### src/hw/rtl/dclc_pkg.sv
`timescale 1ns / 1ps
`default_nettype none
package dclc_pkg;

  localparam int NUM_CH    = 5;
  localparam int CFG_IDX_W = 3;
  localparam int CFG_W     = 5;

  localparam logic [3:0] OP_ON     = 4'd0;
  localparam logic [3:0] OP_OFF    = 4'd1;
  localparam logic [3:0] OP_TOGGLE = 4'd2;
  localparam logic [3:0] OP_LEVEL  = 4'd3;
  localparam logic [3:0] OP_MOVE   = 4'd4;
  localparam logic [3:0] OP_STEP   = 4'd5;
  localparam logic [3:0] OP_XY     = 4'd6;
  localparam logic [3:0] OP_TEMP   = 4'd7;
  localparam logic [3:0] OP_MODE   = 4'd8;

  localparam logic [1:0] MODE_XY   = 2'd1;
  localparam logic [1:0] MODE_TEMP = 2'd2;

  localparam logic [CFG_IDX_W-1:0] REG_SUP_LEVEL = 3'd0;
  localparam logic [CFG_IDX_W-1:0] REG_SUP_XY    = 3'd1;
  localparam logic [CFG_IDX_W-1:0] REG_SUP_TEMP  = 3'd2;
  localparam logic [CFG_IDX_W-1:0] REG_PIN_MASK  = 3'd3;
  localparam logic [CFG_IDX_W-1:0] REG_HIGH_MASK = 3'd4;
  localparam logic [CFG_IDX_W-1:0] REG_PWM_MASK  = 3'd5;

  localparam logic [7:0]  MAX_LEVEL    = 8'd254;
  localparam logic [15:0] MIRED_LOW    = 16'd153;
  localparam logic [15:0] MIRED_HIGH   = 16'd500;
  localparam logic [15:0] XY_THRESHOLD = 16'd40000;
  localparam logic [15:0] RESET_MIRED  = 16'd370;
  localparam logic [6:0]  PCT_FULL     = 7'd100;
  localparam logic [6:0]  PCT_HALF     = 7'd50;

  // floor(n/254) = (n * 66053) >> 24, folded with *100
  localparam logic [22:0] BRIGHT_RECIP = 23'd6605300;
  // floor(n/347) = (n * 48350) >> 24, folded with *100
  localparam logic [22:0] TEMP_RECIP   = 23'd4835000;
  // floor(n/100) = (n * 41944) >> 22 for n <= 10000
  localparam logic [15:0] PCT_RECIP    = 16'd41944;

  typedef struct packed {
    logic capture;
    logic stage1;
    logic stage2;
    logic load_out;
  } cmd_t;

endpackage
`default_nettype wire

### src/hw/rtl/dclc_ctrl.sv
`timescale 1ns / 1ps
`default_nettype none
module dclc_ctrl (
  input  wire logic          clk,
  input  wire logic          rst,
  input  wire logic          in_valid,
  output logic               in_ready,
  output logic               out_valid,
  input  wire logic          out_ready,
  output dclc_pkg::cmd_t     cmd
);

  localparam logic [1:0] S_IDLE  = 2'd0;
  localparam logic [1:0] S_CALC1 = 2'd1;
  localparam logic [1:0] S_CALC2 = 2'd2;
  localparam logic [1:0] S_LOAD  = 2'd3;

  logic [1:0] state;
  logic [1:0] state_next;
  logic       out_valid_next;

  assign in_ready     = (state == S_IDLE);
  assign cmd.capture  = in_valid && in_ready;
  assign cmd.stage1   = (state == S_CALC1);
  assign cmd.stage2   = (state == S_CALC2);
  assign cmd.load_out = (state == S_LOAD) && (!out_valid || out_ready);

  always_comb begin
    state_next = state;
    unique case (state)
      S_IDLE:  if (in_valid) state_next = S_CALC1;
      S_CALC1: state_next = S_CALC2;
      S_CALC2: state_next = S_LOAD;
      S_LOAD:  if (cmd.load_out) state_next = S_IDLE;
      default: state_next = S_IDLE;
    endcase
  end

  always_comb begin
    out_valid_next = out_valid;
    if (cmd.load_out) begin
      out_valid_next = 1'b1;
    end else if (out_ready) begin
      out_valid_next = 1'b0;
    end
  end

  always_ff @(posedge clk) begin
    if (rst) begin
      state     <= S_IDLE;
      out_valid <= 1'b0;
    end else begin
      state     <= state_next;
      out_valid <= out_valid_next;
    end
  end

endmodule
`default_nettype wire

### src/hw/rtl/dclc_dp.sv
`timescale 1ns / 1ps
`default_nettype none
module dclc_dp (
  input  wire logic                               clk,
  input  wire logic                               rst,
  input  wire dclc_pkg::cmd_t                     cmd,
  input  wire logic                               cfg_we,
  input  wire logic [dclc_pkg::CFG_IDX_W-1:0]     cfg_addr,
  input  wire logic [dclc_pkg::CFG_W-1:0]         cfg_wdata,
  input  wire logic [3:0]                         opcode,
  input  wire logic                               level_sets_on,
  input  wire logic [7:0]                         target_level,
  input  wire logic                               direction,
  input  wire logic [7:0]                         step_size,
  input  wire logic [15:0]                        color_x,
  input  wire logic [15:0]                        color_y,
  input  wire logic [15:0]                        mired_value,
  input  wire logic [1:0]                         mode_value,
  output logic [6:0]                              duty_red,
  output logic [6:0]                              duty_green,
  output logic [6:0]                              duty_blue,
  output logic [6:0]                              duty_cold,
  output logic [6:0]                              duty_warm,
  output logic [4:0]                              channel_enable,
  output logic                                    light_on,
  output logic [7:0]                              current_level,
  output logic                                    status
);

  logic       sup_level;
  logic       sup_xy;
  logic       sup_temp;
  logic [4:0] pin_mask;
  logic [4:0] high_mask;
  logic [4:0] pwm_mask;

  logic        on_flag;
  logic [7:0]  level;
  logic [15:0] x_val;
  logic [15:0] y_val;
  logic [15:0] mired;
  logic [1:0]  mode;
  logic        status_q;

  logic        on_flag_next;
  logic [7:0]  level_next;
  logic [15:0] x_val_next;
  logic [15:0] y_val_next;
  logic [15:0] mired_next;
  logic [1:0]  mode_next;
  logic        status_next;

  logic        level_en;
  logic [8:0]  level_sum;
  logic [7:0]  new_level;
  logic        set_level;

  assign level_en  = sup_level | sup_xy | sup_temp;
  assign level_sum = {1'b0, level} + {1'b0, step_size};

  always_ff @(posedge clk) begin
    if (rst) begin
      sup_level <= 1'b0;
      sup_xy    <= 1'b0;
      sup_temp  <= 1'b0;
      pin_mask  <= 5'd0;
      high_mask <= 5'd31;
      pwm_mask  <= 5'd31;
    end else if (cfg_we) begin
      unique case (cfg_addr)
        dclc_pkg::REG_SUP_LEVEL: sup_level <= cfg_wdata[0];
        dclc_pkg::REG_SUP_XY:    sup_xy    <= cfg_wdata[0];
        dclc_pkg::REG_SUP_TEMP:  sup_temp  <= cfg_wdata[0];
        dclc_pkg::REG_PIN_MASK:  pin_mask  <= cfg_wdata;
        dclc_pkg::REG_HIGH_MASK: high_mask <= cfg_wdata;
        dclc_pkg::REG_PWM_MASK:  pwm_mask  <= cfg_wdata;
        default: ;
      endcase
    end
  end

  always_comb begin
    new_level = level;
    unique case (opcode)
      dclc_pkg::OP_LEVEL:
        new_level = (target_level > dclc_pkg::MAX_LEVEL) ? dclc_pkg::MAX_LEVEL : target_level;
      dclc_pkg::OP_MOVE:
        new_level = direction ? 8'd0 : dclc_pkg::MAX_LEVEL;
      dclc_pkg::OP_STEP:
        if (direction) begin
          new_level = (level > step_size) ? (level - step_size) : 8'd0;
        end else begin
          new_level = (level_sum > {1'b0, dclc_pkg::MAX_LEVEL}) ? dclc_pkg::MAX_LEVEL
                                                                : level_sum[7:0];
        end
      default: new_level = level;
    endcase
  end

  always_comb begin
    on_flag_next = on_flag;
    level_next   = level;
    x_val_next   = x_val;
    y_val_next   = y_val;
    mired_next   = mired;
    mode_next    = mode;
    status_next  = 1'b0;
    set_level    = 1'b0;
    unique case (opcode) inside
      dclc_pkg::OP_ON:     on_flag_next = 1'b1;
      dclc_pkg::OP_OFF:    on_flag_next = 1'b0;
      dclc_pkg::OP_TOGGLE: on_flag_next = ~on_flag;
      dclc_pkg::OP_LEVEL, dclc_pkg::OP_MOVE, dclc_pkg::OP_STEP: begin
        if (!level_en) begin
          status_next = 1'b1;
        end else begin
          set_level = 1'b1;
        end
      end
      dclc_pkg::OP_XY: begin
        if (!sup_xy && !sup_temp) begin
          status_next = 1'b1;
        end else if (sup_xy) begin
          x_val_next = color_x;
          y_val_next = color_y;
          mode_next  = dclc_pkg::MODE_XY;
        end
      end
      dclc_pkg::OP_TEMP: begin
        if (!sup_xy && !sup_temp) begin
          status_next = 1'b1;
        end else if (sup_temp) begin
          mired_next = mired_value;
          mode_next  = dclc_pkg::MODE_TEMP;
        end
      end
      dclc_pkg::OP_MODE: mode_next = mode_value;
      default: ;
    endcase
    if (set_level) begin
      level_next = new_level;
      if (level_sets_on) begin
        on_flag_next = (new_level != 8'd0);
      end
    end
  end

  always_ff @(posedge clk) begin
    if (rst) begin
      on_flag <= 1'b0;
      level   <= dclc_pkg::MAX_LEVEL;
      x_val   <= 16'd0;
      y_val   <= 16'd0;
      mired   <= dclc_pkg::RESET_MIRED;
      mode    <= dclc_pkg::MODE_TEMP;
    end else if (cmd.capture) begin
      on_flag <= on_flag_next;
      level   <= level_next;
      x_val   <= x_val_next;
      y_val   <= y_val_next;
      mired   <= mired_next;
      mode    <= mode_next;
    end
  end

  always_ff @(posedge clk) begin
    if (cmd.capture) begin
      status_q <= status_next;
    end
  end

  // stage 1: brightness, per-channel percent, active group
  logic              lit;
  logic [30:0]       bright_prod;
  logic [6:0]        bright;
  logic [22:0]       x_scaled;
  logic [22:0]       y_scaled;
  logic [22:0]       x_sum;
  logic [22:0]       y_sum;
  logic [6:0]        x_pct;
  logic [6:0]        y_pct;
  logic [8:0]        mired_off;
  logic [31:0]       ww_prod;
  logic [6:0]        ww_pct;
  logic [4:0][6:0]   pct_d;
  logic [4:0]        group_d;
  logic [6:0]        bright_q;
  logic [4:0][6:0]   pct_q;
  logic [4:0]        group_q;

  assign lit         = on_flag && (!level_en || (level != 8'd0));
  assign bright_prod = 31'(level) * 31'(dclc_pkg::BRIGHT_RECIP);
  assign bright      = level_en ? bright_prod[30:24] : dclc_pkg::PCT_FULL;

  // n / 65535 == (n + (n >> 16) + 1) >> 16 for these ranges
  assign x_scaled = 23'(x_val) * 23'd100;
  assign y_scaled = 23'(y_val) * 23'd100;
  assign x_sum    = x_scaled + 23'(x_scaled[22:16]) + 23'd1;
  assign y_sum    = y_scaled + 23'(y_scaled[22:16]) + 23'd1;
  assign x_pct    = x_sum[22:16];
  assign y_pct    = y_sum[22:16];

  assign mired_off = mired[8:0] - dclc_pkg::MIRED_LOW[8:0];
  assign ww_prod   = 32'(mired_off) * 32'(dclc_pkg::TEMP_RECIP);
  assign ww_pct    = ww_prod[30:24];

  always_comb begin
    pct_d   = '0;
    group_d = 5'd0;
    if (lit && (mode == dclc_pkg::MODE_XY)) begin
      group_d = 5'b00111;
      if (x_val > dclc_pkg::XY_THRESHOLD) begin
        pct_d[0] = dclc_pkg::PCT_FULL;
        pct_d[1] = y_pct;
      end else if (y_val > dclc_pkg::XY_THRESHOLD) begin
        pct_d[0] = x_pct;
        pct_d[1] = dclc_pkg::PCT_FULL;
      end else begin
        pct_d[0] = x_pct;
        pct_d[1] = y_pct;
        pct_d[2] = dclc_pkg::PCT_FULL;
      end
    end else if (lit && (mode == dclc_pkg::MODE_TEMP)) begin
      group_d = 5'b11000;
      if (mired <= dclc_pkg::MIRED_LOW) begin
        pct_d[3] = dclc_pkg::PCT_FULL;
      end else if (mired >= dclc_pkg::MIRED_HIGH) begin
        pct_d[4] = dclc_pkg::PCT_FULL;
      end else begin
        pct_d[4] = ww_pct;
        pct_d[3] = dclc_pkg::PCT_FULL - ww_pct;
      end
    end
  end

  always_ff @(posedge clk) begin
    if (cmd.stage1) begin
      bright_q <= bright;
      pct_q    <= pct_d;
      group_q  <= group_d & pin_mask;
    end
  end

  // stage 2: percent times brightness
  logic [4:0][13:0] prod_q;
  logic [4:0]       en_q;

  always_ff @(posedge clk) begin
    if (cmd.stage2) begin
      for (int i = 0; i < dclc_pkg::NUM_CH; i++) begin
        prod_q[i] <= 14'(pct_q[i]) * 14'(bright_q);
      end
      en_q <= group_q;
    end
  end

  // stage 3: divide by 100, apply pin polarity and on/off pins
  logic [4:0][29:0] scaled;
  logic [4:0][6:0]  duty_d;

  always_comb begin
    for (int i = 0; i < dclc_pkg::NUM_CH; i++) begin
      scaled[i] = 30'(prod_q[i]) * 30'(dclc_pkg::PCT_RECIP);
      duty_d[i] = 7'd0;
      if (en_q[i]) begin
        if (pwm_mask[i]) begin
          duty_d[i] = high_mask[i] ? scaled[i][28:22] : (dclc_pkg::PCT_FULL - scaled[i][28:22]);
        end else begin
          duty_d[i] = ((scaled[i][28:22] > dclc_pkg::PCT_HALF) == high_mask[i]) ?
                      dclc_pkg::PCT_FULL : 7'd0;
        end
      end
    end
  end

  always_ff @(posedge clk) begin
    if (cmd.load_out) begin
      duty_red       <= duty_d[0];
      duty_green     <= duty_d[1];
      duty_blue      <= duty_d[2];
      duty_cold      <= duty_d[3];
      duty_warm      <= duty_d[4];
      channel_enable <= en_q;
      light_on       <= on_flag;
      current_level  <= level;
      status         <= status_q;
    end
  end

endmodule
`default_nettype wire

### src/hw/rtl/dimmable_color_light_controller_top.sv
// Dimmable color light controller.
// Input channel (in_valid/in_ready) carries one light command per transaction:
// opcode plus its operands. Output channel (out_valid/out_ready) returns one
// transaction per command with five pin duties, the channel enables, the
// stored on flag and level, and a skipped status.
// Configuration is a write port (cfg_we, cfg_addr, cfg_wdata); there is no
// read-back. The user must write it only while no command is in flight; the
// block itself does not enforce this. A command updates the stored light
// state as it is accepted; its result then passes through the stage 1 and
// stage 2 registers to the output register, which loads when it is free. The
// three-step scaling chain (brightness/percent, percent times brightness,
// divide by 100 and polarity) is run by the controller one command at a time.
// A result waiting in the output register does not block the next command;
// if the receiver stalls, the following result waits in the last step and
// in_ready stays low until the output register is taken.
// Reset: synchronous, active high. Registers return to supports off, no pins,
// active high PWM on all channels; light off, level 254, temperature mode at
// 370 mireds; no result pending.
`timescale 1ns / 1ps
`default_nettype none
module dimmable_color_light_controller_top (
  input  wire logic                               clk,
  input  wire logic                               rst,
  input  wire logic                               in_valid,
  output logic                                    in_ready,
  input  wire logic [3:0]                         opcode,
  input  wire logic                               level_sets_on,
  input  wire logic [7:0]                         target_level,
  input  wire logic                               direction,
  input  wire logic [7:0]                         step_size,
  input  wire logic [15:0]                        color_x,
  input  wire logic [15:0]                        color_y,
  input  wire logic [15:0]                        mired_value,
  input  wire logic [1:0]                         mode_value,
  output logic                                    out_valid,
  input  wire logic                               out_ready,
  output logic [6:0]                              duty_red,
  output logic [6:0]                              duty_green,
  output logic [6:0]                              duty_blue,
  output logic [6:0]                              duty_cold,
  output logic [6:0]                              duty_warm,
  output logic [4:0]                              channel_enable,
  output logic                                    light_on,
  output logic [7:0]                              current_level,
  output logic                                    status,
  input  wire logic                               cfg_we,
  input  wire logic [dclc_pkg::CFG_IDX_W-1:0]     cfg_addr,
  input  wire logic [dclc_pkg::CFG_W-1:0]         cfg_wdata
);

  dclc_pkg::cmd_t cmd;

  dclc_ctrl u_ctrl (
    .clk       (clk),
    .rst       (rst),
    .in_valid  (in_valid),
    .in_ready  (in_ready),
    .out_valid (out_valid),
    .out_ready (out_ready),
    .cmd       (cmd)
  );

  dclc_dp u_dp (
    .clk            (clk),
    .rst            (rst),
    .cmd            (cmd),
    .cfg_we         (cfg_we),
    .cfg_addr       (cfg_addr),
    .cfg_wdata      (cfg_wdata),
    .opcode         (opcode),
    .level_sets_on  (level_sets_on),
    .target_level   (target_level),
    .direction      (direction),
    .step_size      (step_size),
    .color_x        (color_x),
    .color_y        (color_y),
    .mired_value    (mired_value),
    .mode_value     (mode_value),
    .duty_red       (duty_red),
    .duty_green     (duty_green),
    .duty_blue      (duty_blue),
    .duty_cold      (duty_cold),
    .duty_warm      (duty_warm),
    .channel_enable (channel_enable),
    .light_on       (light_on),
    .current_level  (current_level),
    .status         (status)
  );

  a_busy_after_accept: assert property (@(posedge clk) disable iff (rst)
    (in_valid && in_ready) |=> !in_ready)
    else $error("in_ready high right after an accepted transaction");

  a_enable_needs_on: assert property (@(posedge clk) disable iff (rst)
    (out_valid && (channel_enable != 5'd0)) |-> light_on)
    else $error("channel driven while light is off");

  a_level_range: assert property (@(posedge clk) disable iff (rst)
    out_valid |-> (current_level <= dclc_pkg::MAX_LEVEL))
    else $error("stored level above maximum");

  a_undriven_zero: assert property (@(posedge clk) disable iff (rst)
    (out_valid && !channel_enable[0]) |-> (duty_red == 7'd0))
    else $error("undriven red channel has nonzero duty");

endmodule
`default_nettype wire

### config.mk
export PLATFORM = sky130hd
export DESIGN_NAME = dimmable_color_light_controller_top
export DESIGN_NICKNAME = d
export VERILOG_FILES = /design/src/hw/rtl/dclc_pkg.sv /design/src/hw/rtl/dclc_ctrl.sv /design/src/hw/rtl/dclc_dp.sv /design/src/hw/rtl/dimmable_color_light_controller_top.sv
export SDC_FILE = /design/constraint.sdc
export NUM_CORES = 2
export LEC_CHECK = 0
export BUFFER_PORTS_ARGS = -buffer_cell sky130_fd_sc_hd__buf_2
export CELL_PAD_IN_SITES_DETAIL_PLACEMENT = 1
export CELL_PAD_IN_SITES_GLOBAL_PLACEMENT = 1
export CORE_AREA = 2 2 300 302
export DETAILED_ROUTE_END_ITERATION = 8
export DIE_AREA = 0 0 302 304
export GPL_TIMING_DRIVEN = 0
export HOLD_SLACK_MARGIN = 0.08
export PLACE_DENSITY_LB_ADDON = 0.05
export REMOVE_ABC_BUFFERS = 1
export SYNTH_ARGS = -nofsm -noshare
export SYNTH_HDL_FRONTEND = slang
export SYNTH_SLANG_ARGS = --single-unit
export TNS_END_PERCENT = 100
### constraint.sdc
create_clock -name clk -period 5.4 [get_ports clk]
set_input_delay 0 -clock clk [delete_from_list [all_inputs] [get_ports clk]]
set_output_delay 0 -clock clk [all_outputs]
set_load 0.02 [all_outputs]
==> metrics.md <==
| Metric | Value |
|---|---|
| Flop2flop setup slack | `-630 ps` |
| CTS H-tree lvls | `2` |
| DIE WIDTH | `302 µm` |
| Setup total negative slack | `-12010 ps` |
| Initial Util | `a little under half` |
| IO buf count | `between 100 and 150` |
| M1 GR Usage | `a little under a third` |
| HP Class | `input port to flip-flop` |
| Status | `finished, violations left` |
| Gpl congestion | `0.8281` |
| Initial antenna violation count | `1` |
| Post-route setup slack | `-626.8 ps` |
| Clock-pin slew on the worst setup and hold paths | `approximately 60 ps` |
| IO Pins | `around 140` |
| Cells after DPL | `5541` |
| Startpoint class of the critical path | `flip-flop` |
| # diodes | `0` |
| Commonest non-fill, non-tap cell in the layout | `inv_1` |
| Finished Cell Area | `~50000 µm²` |
| Fmax | `0.1659 GHz` |
| CTS Buf Count | `34` |
| Grt ovf | `0` |
| Final slew viol count | `0` |
| Period minus WS final | `~6000 ps` |
| WL/cell | `between 15 and 20 µm` |
| Final critical-path share of the clock period | `111.6%` |
| Number of fill cells | `9763` |
| Post-DRT Antenna Nets | `0` |
| DR iter-0 viols | `just under 900` |
| Area occupied by multi-input gates | `about 34000 µm²` |
| M3 GR Usage | `2.070%` |
| Area share of the largest cell type after synthesis | `around 28%` |
| Syn Inst Count | `around 4300` |
| Clock Skew | `approximately 22 ps` |
| RSZ-0062 raised after global routing | `yes` |
| CTS tree | `built` |
| Most frequent cells in the layout | `inv_1 (944), ha_1 (822), fa_1 (485)` |
| Die Y | `between 300 and 400 µm` |
| Yosys warnings | `0` |
| Register bit count reported by yosys | `roughly 240` |
| Synth Cell Area | `just over 40000 µm²` |
| Setup crit end kind | `flip-flop` |
| Die footprint | `between 90000 and 100000 µm²` |
| Placed inst area | `approximately 43000 µm²` |
| Ranking of synthesized cells by area | `ha_1 (28%), fa_1 (24%), edfxtp_1 (12%)` |
| GR Util met2 | `approximately two fifths` |
| Post-synth top area cell | `ha_1` |
| Violated checks | `negative setup slack` |
| Number of clock sinks | `243` |
| Nets@finish | `between 6000 and 7000` |
| Final hold vios | `0` |
| Share of cells above drive strength 1 | `19.75%` |
| Vias in the first global route | `roughly 34000` |
| Root Driver | `clkbuf_16` |
| Vias per inst | `just over 5` |
| Final setup fails | `39` |
| CP Class | `flip-flop to flip-flop` |
| Worst rel slew slack | `around a tenth` |
| Drt total wl | `around 110 mm` |
| GRT Max-Usage Layer | `met2` |
| Max-Cap Viols | `0` |
| Via count | `approximately 30000` |
| Critical path arrival | `approximately 6300 ps` |
| Crit path required time | `approximately 5700 ps` |
| CP Max Fanout | `5` |
| Number of synthesized flops with an enable pin | `around 160` |
| Synth unique cells | `83` |
| Largest net degree at the start of global routing | `66` |
| Register area share after synthesis | `~16%` |
| GR Util All Layers | `23.92%` |
| Post-synth ARST share | `0%` |
| Core area | `89050 µm²` |
| Register area | `about 6600 µm²` |
| Post-Place Worst Slack | `-1728 ps` |
| Finished Layout Cells | `~6000` |
| Initial DRT Pass Iterations | `5` |
| Area growth syn-to-layout | `23.07%` |
| Row count | `110` |
| Most used DFF post-synth | `edfxtp_1` |
| Post-DP HPWL | `~82 mm` |
| Clock tree buffer depth | `3` |
| First-pass GRT wire length | `176.3 mm` |
| Drc violations | `0` |
| Syn Area/Cell | `9.625 µm²` |
| Clk_lat worst skew | `slightly below 600 ps` |
| Worst slew pin tran | `1350 ps` |
## path summary, 6_finish.rpt
path / start / end / cells after the start
max: u_dp.mired[0] / u_dp.pct_q[26] / 24
max reg2reg: u_dp.mired[0] / u_dp.pct_q[26] / 24
min reg2reg: u_dp.group_q[2] / u_dp.en_q[2] / 0
min: target_level[2] / u_dp.level[0] / 6
## layer usage
layer	vias up	routed length, µm
li1	14869	-
met1	15408	50130
met2	275	55420
met3	138	2191
met4	2	3329
met5	-	11
## what timing repair did
action | in CTS | in global routing
gates cloned | 0 | 0
hold buffers | 76 | 1
setup buffers | 205 | 95
pin swaps | 270 | 186
gates resized for setup | 395 | 238
endpoints found under the setup margin | 62 | 69
hold endpoints to repair | 80 | 13
## synth_stat cells (5+ instances only)
library cell,n
a2111oi_0,7
a211o_1,5
a211oi_1,19
a21o_1,38
a21oi_1,184
a221oi_1,5
a31oi_1,21
a41oi_1,6
and2_1,111
and3_1,10
clkbuf_1,56
dfxtp_1,80
edfxtp_1,163
fa_1,497
ha_1,914
inv_1,1003
mux2i_1,25
nand2_1,301
nand2b_1,24
nand3_1,36
nand3b_1,6
nand4_1,25
nand4b_1,5
nor2_1,166
nor2b_1,31
nor3_1,38
nor3b_1,6
nor4_1,12
o2111ai_1,6
o211ai_1,19
o21a_1,34
o21ai_0,67
o21bai_1,25
o22ai_1,17
o311ai_0,7
o31ai_1,15
or2_2,11
or3_1,6
xnor2_1,141
xor2_1,56
## sequential cells by signal (all words and copies together), names as in the netlist, 5 cells and up
signal,count
u_dp.duty_red,7
u_dp.duty_warm,7
u_dp.pct_q,28
u_dp.y_val,16
u_dp.duty_blue,7
u_dp.group_q,5
u_dp.duty_cold,7
u_dp.duty_green,7
u_dp.bright_q,7
u_dp.en_q,5
u_dp.pwm_mask,5
u_dp.current_level,8
u_dp.channel_enable,5
u_dp.mired,16
u_dp.prod_q,67
u_dp.x_val,16
u_dp.level,8
u_dp.pin_mask,5
u_dp.high_mask,5
## through the flow
stage	util (%)	hold WS [ps]
after global placement	48.44	216.8
after global routing	56.95	125.8
final	56.95	103.1
after CTS	54.77	83.73
after floorplan	-	69.07
after detailed placement	48.64	217.3
## critical path: stages (launching register included)
cell and delay (ps):
dfxtp_4 380, clkinvlp_4 130, ha_4 190, nand2b_4 80
a31oi_4 120, a21boi_4 260, xnor2_4 190, fa_2 530
fa_1 510, fa_1 510, inv_1 60, fa_1 490
inv_2 50, ha_4 260, nand4_1 150, a211oi_4 300
o211ai_1 180, buf_4 170, nand3b_1 160, a21oi_2 100
xor2_2 200, buf_4 160, o311ai_4 300, xnor2_1 160
o22ai_1 130
## kinds of logic (layout without fill, tap and decap cells)
| family | after synthesis | in the layout | share of synthesized area [%] |
|---|---|---|---|
| DFF | 243 | 243 | 15.77 |
| muxes | 29 | 29 | 0.7166 |
| adders and majority gates | 1411 | 1411 | 51.90 |
| and+or+nand+nor | 811 | 811 | 9.459 |
| xor gates and xnor gates | 198 | 198 | 4.227 |
| AOI/OAI and AO/OA | 525 | 525 | 8.238 |
| buffers and inverters | 1064 | 1584 | 9.693 |
## cell type report
cell class              count  area share [%]
clock inverters            13          0.1332
repair buffers            518           8.194
multi-input cells        2974           66.25
flip-flops and latches    243           12.94
inverters                1004           7.473
well taps                1176           2.901
clock buffers              49           2.117
Power is not shown: default switching activity piles up to over one toggle a cycle in this logic, so the estimate is an artifact.
